--- config.mk ---
export PLATFORM = sky130hd
export DESIGN_NAME = olc_cell
export DESIGN_NICKNAME = d
export VERILOG_FILES = /design/src/rtl/olc_pkg.sv /design/src/rtl/olc_cell.sv
export SDC_FILE = /design/constraint.sdc
export NUM_CORES = 1
export LEC_CHECK = 0
export BUFFER_PORTS_ARGS = -buffer_cell sky130_fd_sc_hd__buf_4
export CAP_MARGIN = 25
export CORE_AREA = 2 2 148 150
export DETAILED_ROUTE_END_ITERATION = 7
export DIE_AREA = 0 0 150 152
export PLACE_DENSITY_LB_ADDON = 0.05
export SYNTH_ARGS = -nofsm -noshare
export SYNTH_HDL_FRONTEND = slang
export SYNTH_SLANG_ARGS = --single-unit
--- constraint.sdc ---
create_clock -name clk -period 3.4 [get_ports clk]
set_input_delay 0.17 -clock clk [delete_from_list [all_inputs] [get_ports clk]]
set_output_delay 0.17 -clock clk [all_outputs]
set_load 0.05 [all_outputs]
--- src/rtl/olc_pkg.sv ---
package olc_pkg;

    // Default sizes of the list and of one entry.
    localparam int DEPTH_DEF      = 64;
    localparam int KEY_WIDTH_DEF  = 32;
    localparam int DATA_WIDTH_DEF = 32;

    // Fixed field widths of the command and result items.
    localparam int CMD_W    = 3;
    localparam int POS_W    = 6;
    localparam int STATUS_W = 3;

    // Command codes carried on s_tuser.
    typedef enum logic [CMD_W-1:0] {
        CMD_APPEND    = 3'd0,
        CMD_REMOVE    = 3'd1,
        CMD_SEARCH    = 3'd2,
        CMD_NEXT      = 3'd3,
        CMD_READ      = 3'd4,
        CMD_RESET_CUR = 3'd5
    } olc_cmd_t;

    // Result status codes.
    typedef enum logic [STATUS_W-1:0] {
        STS_OK        = 3'd0,
        STS_FULL      = 3'd1,
        STS_EMPTY     = 3'd2,
        STS_NOT_FOUND = 3'd3,
        STS_BAD_INDEX = 3'd4
    } olc_status_t;

    // Per-cycle controls broadcast to every cell.
    typedef struct packed {
        logic append;
        logic remove;
        logic use_hit;
    } olc_ctl_t;

    // Match flags rippling from the head cell to the tail cell.
    typedef struct packed {
        logic hit_seen;
        logic cur_behind;
        logic cur_on;
    } olc_flag_t;

endpackage

--- src/rtl/olc_cell.sv ---
module olc_cell #(
    parameter int IDX        = 0,
    parameter int DEPTH      = olc_pkg::DEPTH_DEF,
    parameter int KEY_WIDTH  = olc_pkg::KEY_WIDTH_DEF,
    parameter int DATA_WIDTH = olc_pkg::DATA_WIDTH_DEF,
    localparam int IW        = (DEPTH > 1) ? $clog2(DEPTH) : 1,
    localparam int CW        = $clog2(DEPTH + 1)
) (
    input  logic                  clk,
    input  logic                  rst_n,
    input  olc_pkg::olc_ctl_t     ctl,
    input  logic                  cmp_en,
    input  logic [KEY_WIDTH-1:0]  cmp_key,
    input  logic [KEY_WIDTH-1:0]  wr_key,
    input  logic [DATA_WIDTH-1:0] wr_data,
    input  logic [CW-1:0]         count,
    input  logic [IW-1:0]         rd_idx,
    input  logic [IW-1:0]         cur_idx,
    input  logic [KEY_WIDTH-1:0]  nxt_key,
    input  logic [DATA_WIDTH-1:0] nxt_data,
    input  olc_pkg::olc_flag_t    flg_in,
    output olc_pkg::olc_flag_t    flg_out,
    input  logic [KEY_WIDTH-1:0]  rd_key_in,
    output logic [KEY_WIDTH-1:0]  rd_key_out,
    input  logic [DATA_WIDTH-1:0] rd_data_in,
    output logic [DATA_WIDTH-1:0] rd_data_out,
    output logic [KEY_WIDTH-1:0]  key_q,
    output logic [DATA_WIDTH-1:0] data_q
);

    logic [KEY_WIDTH-1:0]  key_reg;
    logic [DATA_WIDTH-1:0] data_reg;
    logic                  hit_reg;
    logic                  live;
    logic                  is_cur;
    logic                  first;
    logic                  sel;
    logic                  shift;

    assign key_q  = key_reg;
    assign data_q = data_reg;

    // Position of this cell relative to the fill level and the cursor.
    assign live   = (CW'(IDX) < count);
    assign is_cur = (IW'(IDX) == cur_idx);
    assign first  = hit_reg & ~flg_in.hit_seen;
    assign shift  = ctl.remove & (flg_in.hit_seen | hit_reg);

    // Match flags handed on to the next cell toward the tail.
    always_comb
    begin
        flg_out.hit_seen   = flg_in.hit_seen | hit_reg;
        flg_out.cur_behind = flg_in.cur_behind | (is_cur & flg_in.hit_seen);
        flg_out.cur_on     = flg_in.cur_on | (is_cur & first);
    end

    // Read bus: the selected cell ORs its entry onto the passing word.
    assign sel         = ctl.use_hit ? first : (IW'(IDX) == rd_idx);
    assign rd_key_out  = rd_key_in  | (sel ? key_reg  : '0);
    assign rd_data_out = rd_data_in | (sel ? data_reg : '0);

    // Key compare, taken when a request is accepted.
    always_ff @(posedge clk or negedge rst_n)
    begin
        if (!rst_n)
        begin
            hit_reg <= 1'b0;
        end
        else if (cmp_en)
        begin
            hit_reg <= live && (key_reg == cmp_key);
        end
    end

    // Entry storage: written on append, shifted toward the head on removal.
    always_ff @(posedge clk)
    begin
        if (ctl.append && (CW'(IDX) == count))
        begin
            key_reg  <= wr_key;
            data_reg <= wr_data;
        end
        else if (shift)
        begin
            key_reg  <= nxt_key;
            data_reg <= nxt_data;
        end
    end

endmodule

=== Word-level counts from Yosys, hierarchy flattened ===
Index checks and enable logic that the tools add are counted.

* Output and inout port bits: 131
* Bits in registers: 65
* Word-level logic and storage cells: 28
* Input port bits: 252

* $lt $le $gt $ge: 1
* Bitwise operators: 10
* Equal/unequal tests: 1
* Reduce and logical (&&, ||, !) cells: 6
* Mux-type cells: 7

{| class="wikitable"
|+ Operators by type and width
! cell !! count
|-
| 32-bit 2-to-1 mux || 6
|-
| 32-bit bitwise OR || 2
|-
| 32-bit == test || 1
|-
| 6-bit logical NOT || 2
|-
| 7-bit logical NOT || 1
|-
| 1-bit by 7-bit < comparator with 1-bit output, first input constant || 1
|-
| 1-bit bitwise AND || 4
|-
| 1-bit bitwise OR || 3
|-
| 1-bit logical AND || 2
|-
| 2-bit nonzero test || 1
|-
| 1-bit 2-to-1 mux || 1
|-
| 1-bit NOT || 1
|}

=== Depth between registers and ports, before layout ===
Gate-level depths: netlist of run 1.

* Depth after elaboration: 5
* Depth in mapped cells: 5
* Mapped depth without buffers: 4

=== Worst setup path after synthesis of run 1 ===
OpenSTA, ideal clock, no wires.

* Path type: input to register
* From: input count[3]
* To: register data_reg[0] (netlist: data_q[0]) (enable)
* Data arrival time: 2.486 ns
* Data required time: 2.976 ns
* Library setup time: 0.424 ns
* Path buffers: 2
* Stages: 5
* Slack: 0.491 ns
* Path through: nor4_1 nand3_1 clkbuf_1 clkbuf_1 nand2_1

* Word-level cells in the longest chain between the ends: 3

{| class="wikitable"
|+ Ends and longest elaborated chain
! item !! line !! source
|-
| from (decl) || olc_cell.sv:16 || <nowiki>input logic [CW-1:0] count,</nowiki>
|-
| 7-bit logical NOT || olc_cell.sv:78 || <nowiki>if (ctl.append && (CW'(IDX) == count))</nowiki>
|-
| 1-bit logical AND || olc_cell.sv:78 ||
|-
| 2-bit nonzero test (no line) || - ||
|-
| to (signal assigned) || olc_cell.sv:81 || <nowiki>data_reg <= wr_data;</nowiki>
|-
| to (signal assigned) || olc_cell.sv:86 || <nowiki>data_reg <= nxt_data;</nowiki>
|-
| to (decl) || olc_cell.sv:32 || <nowiki>logic [DATA_WIDTH-1:0] data_reg;</nowiki>
|}

Every way passes these cells.
A chain may end at the register's enable or synchronous reset.

=== Worst setup path in the final report of run 1 ===
* From: register hit_reg
* To: output rd_data_out[20]

* Word-level cells in the longest chain between the ends: 4

{| class="wikitable"
|+ Ends and longest elaborated chain
! item !! line !! source
|-
| from (decl) || olc_cell.sv:33 || <nowiki>logic hit_reg;</nowiki>
|-
| from (signal assigned) || olc_cell.sv:71 || <nowiki>hit_reg <= live && (key_reg == cmp_key);</nowiki>
|-
| 1-bit bitwise AND || olc_cell.sv:46 || <nowiki>assign first = hit_reg & ~flg_in.hit_seen;</nowiki>
|-
| 1-bit 2-to-1 mux || olc_cell.sv:58 || <nowiki>assign sel = ctl.use_hit ? first : (IW'(IDX) == rd_idx);</nowiki>
|-
| 32-bit 2-to-1 mux || olc_cell.sv:60 || <nowiki>assign rd_data_out = rd_data_in | (sel ? data_reg : '0);</nowiki>
|-
| 32-bit bitwise OR || olc_cell.sv:60 ||
|-
| to (decl) || olc_cell.sv:26 || <nowiki>output logic [DATA_WIDTH-1:0] rd_data_out,</nowiki>
|}

Every way passes these cells.

==> results of run 1 <==
[cell families after synthesis]
group | Yosys count
AO/OA/AOI/OAI | 68
flip-flops | 65
multiplexers | 64
XOR/XNOR | 32
AND/OR/NAND/NOR | 25
buffers and inverters | 13
[area by class of cell]
| type | count | area [um2] | share of cell area [%] |
|---|---|---|---|
| timing repair buffer | 387 | 2920 | 40.3 |
| tap | 280 | 350 | 4.83 |
| multi-input combinational | 189 | 1700 | 23.4 |
| sequential | 65 | 1950 | 26.8 |
| clock inverter | 6 | 106 | 1.47 |
| clock buffer | 10 | 229 | 3.16 |
[power breakdown]
part	switching, mW	total (mW)	internal (mW)
Clock	0.346	1.06	0.712
Combinational	0.484	0.860	0.376
Sequential	0.0521	0.999	0.947
[worst max-delay path: cells and delay by family, from the launching register on]
| family | cells | cell delay, ns |
|---|---|---|
| flip-flops | 1 | 0.36 |
| AND/OR/NAND/NOR | 2 | 0.32 |
| AO/OA/AOI/OAI | 2 | 0.29 |
| buffers and inverters | 2 | 0.81 |
[how the worst min path moves through the flow]
stage | slack (ns) | cells after the start | from | to
global route | 0.11 | 3 | cmp_en | hit_reg$_DFFE_PN0P_
CTS | 0.09 | 3 | cmp_en | hit_reg$_DFFE_PN0P_
detailed placement | -0.05 | 1 | rst_n | hit_reg$_DFFE_PN0P_
finish | 0.11 | 3 | cmp_en | hit_reg$_DFFE_PN0P_
floorplan | -0.13 | 0 | rst_n | hit_reg$_DFFE_PN0P_
global placement | -0.05 | 1 | rst_n | hit_reg$_DFFE_PN0P_
[layer usage]
layer	GRT usage (%)	up-vias
met5	0	-
met4	4.31	0
met3	4.05	10
met2	26.8	231
met1	13.9	1703
li1	-	1799
[cell usage after synthesis (2+ instances only)]
cell | instances | area [um2]
xor2_1 | 31 | 272
a21o_2 | 4 | 35.0
a21o_1 | 60 | 450
nor4_1 | 8 | 50.1
nor2_1 | 3 | 11.3
edfxtp_1 | 64 | 1920
a41o_1 | 2 | 20.0
nand3_1 | 2 | 10.0
nand2_1 | 4 | 15.0
mux2_2 | 64 | 721
nand4_1 | 2 | 12.5
clkbuf_1 | 7 | 26.3
buf_6 | 6 | 67.6
nor3_1 | 2 | 10.0
[stage by stage]
| step | util, % | total power [mW] | instances | setup slack (ns) |
|---|---|---|---|---|
| after floorplan | - | 1.46 | 267 | 0.491 |
| after global placement | 32.4 | 1.89 | 920 | 1.06 |
| after detailed placement | 32.4 | 1.89 | 920 | 1.04 |
| after CTS | 34.0 | 2.97 | 937 | 1.02 |
| after global routing | 34.0 | 3.05 | 937 | 0.934 |
| final | 34.0 | 2.92 | 937 | 1.08 |
==> impl_results.md, run 1 <==
- Worst EP required: 3.23 ns
- Initial Util: 17.4%
- Setup TNS: 0 ns
- Via Count: 3743
- Chip height: 152 um
- CP peak stage delay: 0.61 ns
- Top layer in use: met4
- M1 WL: 5.56 mm
- Crit-path cells: nor2b_1, nand2_1, o41ai_4, buf_4, a21o_1, buf_4
- Vias in the first global route: 4000
- Global-route wire length before repair: 23.2 mm
- Setup Crit Path Kind: reg2out
- Critical path launch point: hit_reg$_DFFE_PN0P_
- Final Max Tran Viols: 0
- Count of cell types in the netlist: 22
- Mux contribution to synthesized area: 19.4%
- Routed wl met3: 1.68 mm
- PD cells: 402 mW/mm2
- Crit share post-route: 68.3%
- Layout cells sized above 1: 72.0%
- CTS Sinks: 65
- Num rows: 54
- Clock tree from TritonCTS: yes
- Clock buffer depth: 2
- # hold bufs at CTS: 1
- Routed len/inst: 17.6 um
- Post-synthesis compound-gate area fraction: 14.5%
- CP Max Fanout: 64
- Fillers: 2226
- Final Hold Fails: 0
- #FFs+latches synth: 65
- CP Capture Point: rd_data_out[20]
- Num CTS Buffers: 9
- Worst-path clk slew: 0.06 ns
- RR Startpoint: key_q[1]$_DFFE_PP_
- Hold Crit Class: in2reg
- Clock Latency Late Sink: 0.33 ns
- Register area share after synthesis: 52.3%
- DP Area: 0.00691 mm2
- Status: finished, final reports clean
- Fmax: 430 MHz
- Most common cell after layout, fill and taps aside: buf_4
- Syn Area/Cell: 13.9 um2
- Max Cap Violations: 0
- Antenna viol nets, final: 0
- Io pins: 383
- Final Net Count: 904
- Total track usage: 13.8%
- Synthesized area: 0.00372 mm2
- Combinational family with the most area after synthesis: multiplexers
- CP max stage cell: buf_4
- Die X: 150 um
- ANT cells: 0
- Post-DP HPWL: 13.6 mm
- Number of post-CTS setup repair buffers: 0
- Cells after Synth: 267
- Initial antenna violation count: 0
- I/O Buffers: 382
- Gr ovfl total: 0
- RSZ-0062 raised after global routing: false
- Yosys warning count: 0
- Vias per Instance: 3.99
- Static leakage: 3.57 nW
- Startpoint Class: flip-flop
- Finished Cell Area: 0.00725 mm2
- Ys async rst share: 1.54%
- Peak VDD IR: 0.183 mV
- Crit end category: primary output
- Worst slew pin tran: 0.708 ns
- XOR/XNOR Fraction of Synth Area: 7.53%
- Routed wire length: 16.5 mm
- DRC viols: 0
- # setup viols final: 0
- Synth Area in Adders: 0%
- Syn_nets: 519
- Clock skew: 0.00446 ns
- Rel. slew slack: 52.8%
- Post-layout min period: 2.32 ns
- Core Box Area: 0.0214 mm2
- Number of flops mapped to enable cells by yosys: 64
- Reg2reg end: hit_reg$_DFFE_PN0P_
- Largest net degree at the start of global routing: 65
- Root Buffer: clkbuf_16
- Simple-Gate Fraction of Synth Area: 3.73%
- Final Wtd Congestion: 0.769
- Commonest cells after routing, fill and taps aside: buf_4, mux2_2, edfxtp_1
- Area Growth Syn to Fin: 94.9%
- Die ar.: 0.0228 mm2
- DRT iter0 DRCs: 90
- Metal2 WL: 9.03 mm
- Reg2Reg Setup Slack: 1.66 ns
- Resize count post-CTS: 0
- Post-synth top flop: edfxtp_1
- Hold WS: 0.114 ns
- Crit path top cell by count: buf_4
- DR pass1 iterations: 4
- H-tree levels: 3
- CP arrival: 2.15 ns
- R2R depth: 4
(Power assumes the default switching activity.)
==> run 2, diff against run 1 <==
==> constraint.sdc (replaced) <==
create_clock -name clk -period 2.3 [get_ports clk]
set_input_delay 0.115 -clock clk [delete_from_list [all_inputs] [get_ports clk]]
set_output_delay 0.115 -clock clk [all_outputs]
set_load 0.05 [all_outputs]
==> run 2 against run 1 <==
Compared with the run above: worst setup slack lost 0.82 ns; non-clock buffer count increased by 3; global-route usage grew 0.14 points; via count rose by 3.0%; total power grew 41%; combinational power is 49% higher; first-iteration DRC count shrank 6.7%; critical endpoint is now rd_data_out[22]; largest cell class unchanged; largest power group is now registers.
==> impl_results.md, run 2 (same netlist as run 1, synthesis figures left out) <==
- Setup Crit Path Kind: reg2out
- Fmax: 488 MHz
- Total track usage: 14.0% (+0.14 points)
- Root Buffer: clkbuf_16
- Commonest cells after routing, fill and taps aside: buf_4, mux2_2, edfxtp_1
- RR Startpoint: key_q[0]$_DFFE_PP_
- DRT iter0 DRCs: 84 (-6.7%)
- Io pins: 383 (unchanged)
- Worst EP required: 2.18 ns (-1.05 ns)
- Initial antenna violation count: 0 (unchanged)
- Placed cell count: 923 (+0.33%)
- Post-DP HPWL: 13.5 mm (-1.0%)
- Layout cells sized above 1: 72.0% (about the same)
- Post-layout min period: 2.05 ns
- Clock tree from TritonCTS: yes
- H-tree levels: 3 (unchanged)
- CTS Sinks: 65 (unchanged)
- DR pass1 iterations: 4 (unchanged)
- DP Worst Slack: 0.314 ns (-0.729 ns)
- Gr ovfl total: 0 (unchanged)
- Finished Cell Area: 0.00725 mm2 (about the same)
- Crit end category: primary output
- Max Cap Violations: 0 (unchanged)
- Peak VDD IR: 0.309 mV (+69%)
- Vias per Instance: 4.10 (+2.7%)
- PnR worst setup slack: 0.253 ns (-0.824 ns)
- Num CTS Buffers: 9 (unchanged)
- PD cells: 568 mW/mm2 (+41%)
- Rel. slew slack: 62.1% (+9.3 points)
- Final Max Tran Viols: 0 (unchanged)
- Final Net Count: 907 (+0.33%)
- Die X: 150 um (unchanged)
- Finished Layout Cells: 940 (+0.32%)
- Area Growth Syn to Fin: 94.9% (about the same)
- Worst slew pin tran: 0.568 ns (-0.139 ns)
- Fillers: 2212 (-0.63%)
- Hold Crit Class: in2reg
- Critical path launch point: hit_reg$_DFFE_PN0P_
- Routed len/inst: 17.7 um (+0.92%)
- Global-route wire length before repair: 23.3 mm (+0.42%)
- Num rows: 54 (unchanged)
- Clock buffer depth: 2 (unchanged)
- # setup viols final: 0 (unchanged)
- Clock skew: 0.00872 ns (+0.00426 ns)
- CP arrival: 1.93 ns (-0.22 ns)
- Die ar.: 0.0228 mm2 (unchanged)
- Final Wtd Congestion: 0.749 (-2.7%)
- Most common cell after layout, fill and taps aside: buf_4
- Status: finished, final reports clean
- Startpoint Class: flip-flop
- Via Count: 3857 (+3.0%)
- RSZ-0062 raised after global routing: false
- Vias in the first global route: 4024 (+0.60%)
- I/O Buffers: 382 (unchanged)
- Seq. cell area: 0.00195 mm2 (unchanged)
- Crit share post-route: 89.0%
- Initial Util: 17.4% (unchanged)
- Routed wire length: 16.7 mm (+1.2%)
- Clock Latency Late Sink: 0.34 ns (about the same)
- Min-delay src: cmp_en
- Static leakage: 3.56 nW (-0.11%)
- Core Box Area: 0.0214 mm2 (unchanged)
- ANT cells: 0 (unchanged)
- Footprint of the multi-input gates: 0.00170 mm2 (unchanged)
- DP Area: 0.00696 mm2 (+0.69%)
- CP Max Fanout: 64 (unchanged)
- Chip height: 152 um (unchanged)
- DRC viols: 0 (unchanged)
- Largest net degree at the start of global routing: 65 (unchanged)
- Antenna viol nets, final: 0 (unchanged)
- Worst-path clk slew: 0.05 ns (about the same)
- Final Hold Fails: 0 (unchanged)
- Resize count post-CTS: 0 (unchanged)
- Setup TNS: 0 ns (unchanged)
-- run 2: changes by cell type in the layout (fill, tap and decap cells not counted), sizes merged --
cell | previous run | this run
buf | 386 | 389
clkinvlp | 1 | 2
clkinv | 2 | 4
clkbuf | 10 | 9
bufinv | 3 | 1
-- run 2: final cells by class --
class | count | area share, %
Clock buffer | 9 | 3.11
Clock inverter | 7 | 0.845
Multi-Input combinational cell | 189 | 23.4
Sequential cell | 65 | 26.8
Tap cell | 280 | 4.83
Timing Repair Buffer | 390 | 40.9
-- run 2: metrics by stage --
| stage | hold WS, ns | total power, mW | utilization, % |
|---|---|---|---|
| after floorplan | -0.181 | 2.15 | - |
| after global placement | -0.109 | 2.79 | 32.6 |
| after detailed placement | -0.105 | 2.79 | 32.6 |
| after CTS | 0.0559 | 4.21 | 34.0 |
| after global routing | 0.0578 | 4.30 | 34.0 |
| final | 0.0703 | 4.12 | 34.0 |
-- run 2: final timing paths --
path / end / slack (ns) / depth (start not counted)
worst max-delay path: rd_data_out[22] / 0.25 / 6
worst min-delay path: hit_reg$_DFFE_PN0P_ / 0.07 / 3
worst max register to register: hit_reg$_DFFE_PN0P_ / 0.70 / 4
worst min register to register: hit_reg$_DFFE_PN0P_ / 0.60 / 2
max in group asynchronous: hit_reg$_DFFE_PN0P_ / 2.08 / 2
min in group asynchronous: hit_reg$_DFFE_PN0P_ / 0.13 / 2
-- run 2: where the power goes --
group / internal, mW / switching, mW
sequential: 1.40 / 0.0712
combinational: 0.562 / 0.721
clock: 0.826 / 0.543
total: 2.79 / 1.33
-- run 2: routing by layer --
layer	part of all wire, %	track usage [%]	vias up
met5	0	0	-
met4	1.4	4.99	0
met3	10	4.38	11
met2	55	27.4	236
met1	33	13.4	1805
li1	-	-	1805
-- run 2: worst max-delay path, cell delays in order, from the launching register on --
cell and delay [ns]:
dfrtp_1 0.41, nor2b_1 0.22, nand2_1 0.12, o41ai_4 0.07, buf_12 0.32, a21o_1 0.21, buf_4 0.21
-- run 2: timing repair --
action / in CTS / in global routing
hold endpoints to repair: 1 / 0
hold buffers: 1 / 0
setup buffers: 0 / 0
==> run 3, diff against run 2 <==
--- a/config.mk
+++ b/config.mk
@@ -5,7 +5,7 @@
 export SDC_FILE = /design/constraint.sdc
 export NUM_CORES = 1
 export LEC_CHECK = 0
-export BUFFER_PORTS_ARGS = -buffer_cell sky130_fd_sc_hd__buf_4
+export BUFFER_PORTS_ARGS = -buffer_cell sky130_fd_sc_hd__buf_2
 export CAP_MARGIN = 25
 export CORE_AREA = 2 2 148 150
 export DETAILED_ROUTE_END_ITERATION = 7
==> run 3 against run 2 <==
Compared with the run above: register-to-register slack about the same; critical path depth unchanged; clock skew decreased by 0.0033 ns; die area unchanged.
==> impl_results.md, run 3 (same netlist as run 1, synthesis figures left out) <==
- Status: finished, final reports clean
- H-tree levels: 3 (unchanged)
- CTS Sinks: 65 (unchanged)
- Hold Crit Class: in2reg
- Clock Latency Late Sink: 0.33 ns (about the same)
- DRC viols: 0 (unchanged)
- Die ar.: 0.0228 mm2 (unchanged)
- Placed cell count: 922 (-0.11%)
- Setup Crit Path Kind: reg2out
- DP Worst Slack: 0.334 ns (+0.0196 ns)
- Fmax: 486 MHz (-0.46%)
- CP Max Fanout: 64 (unchanged)
- Met2 Usage GRT: 25.4% (-2.0 points)
- Reg2reg end: hit_reg$_DFFE_PN0P_
- Num CTS Buffers: 9 (unchanged)
- Rel. slew slack: 61.3% (-0.82 points)
- Antenna viol nets, final: 0 (unchanged)
- Peak VDD IR: 0.294 mV (-4.8%)
- Worst-path clk slew: 0.05 ns (about the same)
- Routed len/inst: 16.2 um (-8.6%)
- Min-delay src: cmp_en
- Reg2Reg Setup Slack: 0.70 ns (about the same)
- Static leakage: 3.23 nW (-9.3%)
- Core Box Area: 0.0214 mm2 (unchanged)
- DR pass1 iterations: 3 (-1)
- Initial Util: 17.4% (unchanged)
- Die X: 150 um (unchanged)
- CP Buf/Inv Count: 2 (unchanged)
- Most common cell after layout, fill and taps aside: buf_2
- Setup TNS: 0 ns (unchanged)
- Area Growth Syn to Fin: 69.4%
- Clock tree from TritonCTS: yes
- Root Buffer: clkbuf_16
- Met3 Use GR: 3.78% (-0.60 points)
- Startpoint Class: flip-flop
- DRT iter0 DRCs: 62 (-26%)
- Hold depth: 3 (unchanged)
- I/O Buffers: 382 (unchanged)
- Io pins: 383 (unchanged)
- Final Wtd Congestion: 0.758 (+1.2%)
- Clock buffer depth: 2 (unchanged)
- GR peak layer: met2
- Vias per Instance: 3.97 (-3.2%)
- Finished Layout Cells: 940 (unchanged)
- RSZ-0062 raised after global routing: false
- Chip height: 152 um (unchanged)
- Final Net Count: 906 (-0.11%)
- Number of post-CTS setup repair buffers: 0 (unchanged)
- Clock skew: 0.00538 ns (-0.00334 ns)
- Post-layout min period: 2.06 ns (+0.00944 ns)
- Commonest cells after routing, fill and taps aside: buf_2, mux2_2, edfxtp_1
- Max Cap Violations: 0 (unchanged)
- Initial antenna violation count: 2 (+2)
- # setup viols final: 0 (unchanged)
- Vias in the first global route: 4005 (-0.47%)
- CP arrival: 1.94 ns (about the same)
- Crit share post-route: 89.4% (+0.41 points)
- Global-route wire length before repair: 21.7 mm (-6.9%)
- PnR worst setup slack: 0.243 ns (-0.00944 ns)
- Gr ovfl total: 0 (unchanged)
- Routed wire length: 15.2 mm (-8.6%)
- M1 GR Usage: 12.6% (-0.77 points)
- Worst slew pin tran: 0.576 ns (+0.00780 ns)
- Hold Crit Endpoint: hit_reg$_DFFE_PN0P_
- Final Max Tran Viols: 0 (unchanged)
- Total track usage: 12.9% (-1.1 points)
- Final Hold Fails: 0 (unchanged)
- Largest net degree at the start of global routing: 65 (unchanged)
- Worst EP required: 2.18 ns (about the same)
- Top delay family on crit path: buffers and inverters
- RR Startpoint: key_q[30]$_DFFE_PP_
- Crit end category: primary output
- Layout cells sized above 1: 72.1% (+0.11 points)
- R2R depth: 4 (unchanged)
- Num rows: 54 (unchanged)
- Crit-path cells: nor2b_1, nand2_1, o41ai_4, buf_12, a21o_1, buf_2
- Hold WS: 0.0772 ns (+0.00693 ns)
- PD cells: 617 mW/mm2 (+8.6%)
- CP peak stage delay: 0.41 ns (about the same)
- Post-DP HPWL: 12.5 mm (-7.5%)
- Via Count: 3733 (-3.2%)
- CP max stage cell: dfrtp_1
run 3: area by class of cell:
class,instances,area (um2)
diodes,1,2.50
clock buffers,10,229
clock inverters,6,58.8
fillers,2326,15000
multi-input cells,189,1700
flip-flops and latches,65,1950
well taps,280,350
repair buffers,389,2020
run 3: metal layers:
metal / vias up / wire length (um) / part of all wire (%)
met5: - / 0 / 0
met4: 0 / 207 / 1.4
met3: 11 / 1390 / 9.1
met2: 229 / 8280 / 54
met1: 1690 / 5350 / 35
li1: 1803 / - / -
run 3: tightest hold or removal path, stage by stage:
cell     delay [ns]
buf_2          0.11
nand4_1        0.06
o31ai_1        0.07
run 3: worst max-delay path by stage:
stage / startpoint / end / slack, ns / cells past startpoint
detailed placement: rd_idx[3] / rd_data_out[22] / 0.33 / 6
global placement: rd_idx[3] / rd_key_out[6] / 0.36 / 6
CTS: hit_reg$_DFFE_PN0P_ / rd_data_out[22] / 0.17 / 6
finish: hit_reg$_DFFE_PN0P_ / rd_data_out[22] / 0.24 / 6
floorplan: count[3] / data_q[0]$_DFFE_PP_ / 0.04 / 5
global route: hit_reg$_DFFE_PN0P_ / rd_data_out[22] / 0.1 / 6
run 3: power breakdown:
part           switching, mW  internal, mW
Combinational          0.714         0.362
Sequential            0.0689          1.40
Clock                  0.517         0.831
run 3: what timing repair did:
action,CTS,global route
gates resized for setup,0,0
endpoints found under the hold margin,1,0
hold buffers,1,0
endpoints found under the setup margin,0,0
run 3: through the flow:
stage	utilization (%)	cell area, um2	power, mW
final	29.5	6300	3.89
after global routing	29.5	6300	4.08
after CTS	29.5	6300	3.99
after detailed placement	28.1	6000	2.58
after global placement	28.1	6000	2.59
after floorplan	-	3720	2.15
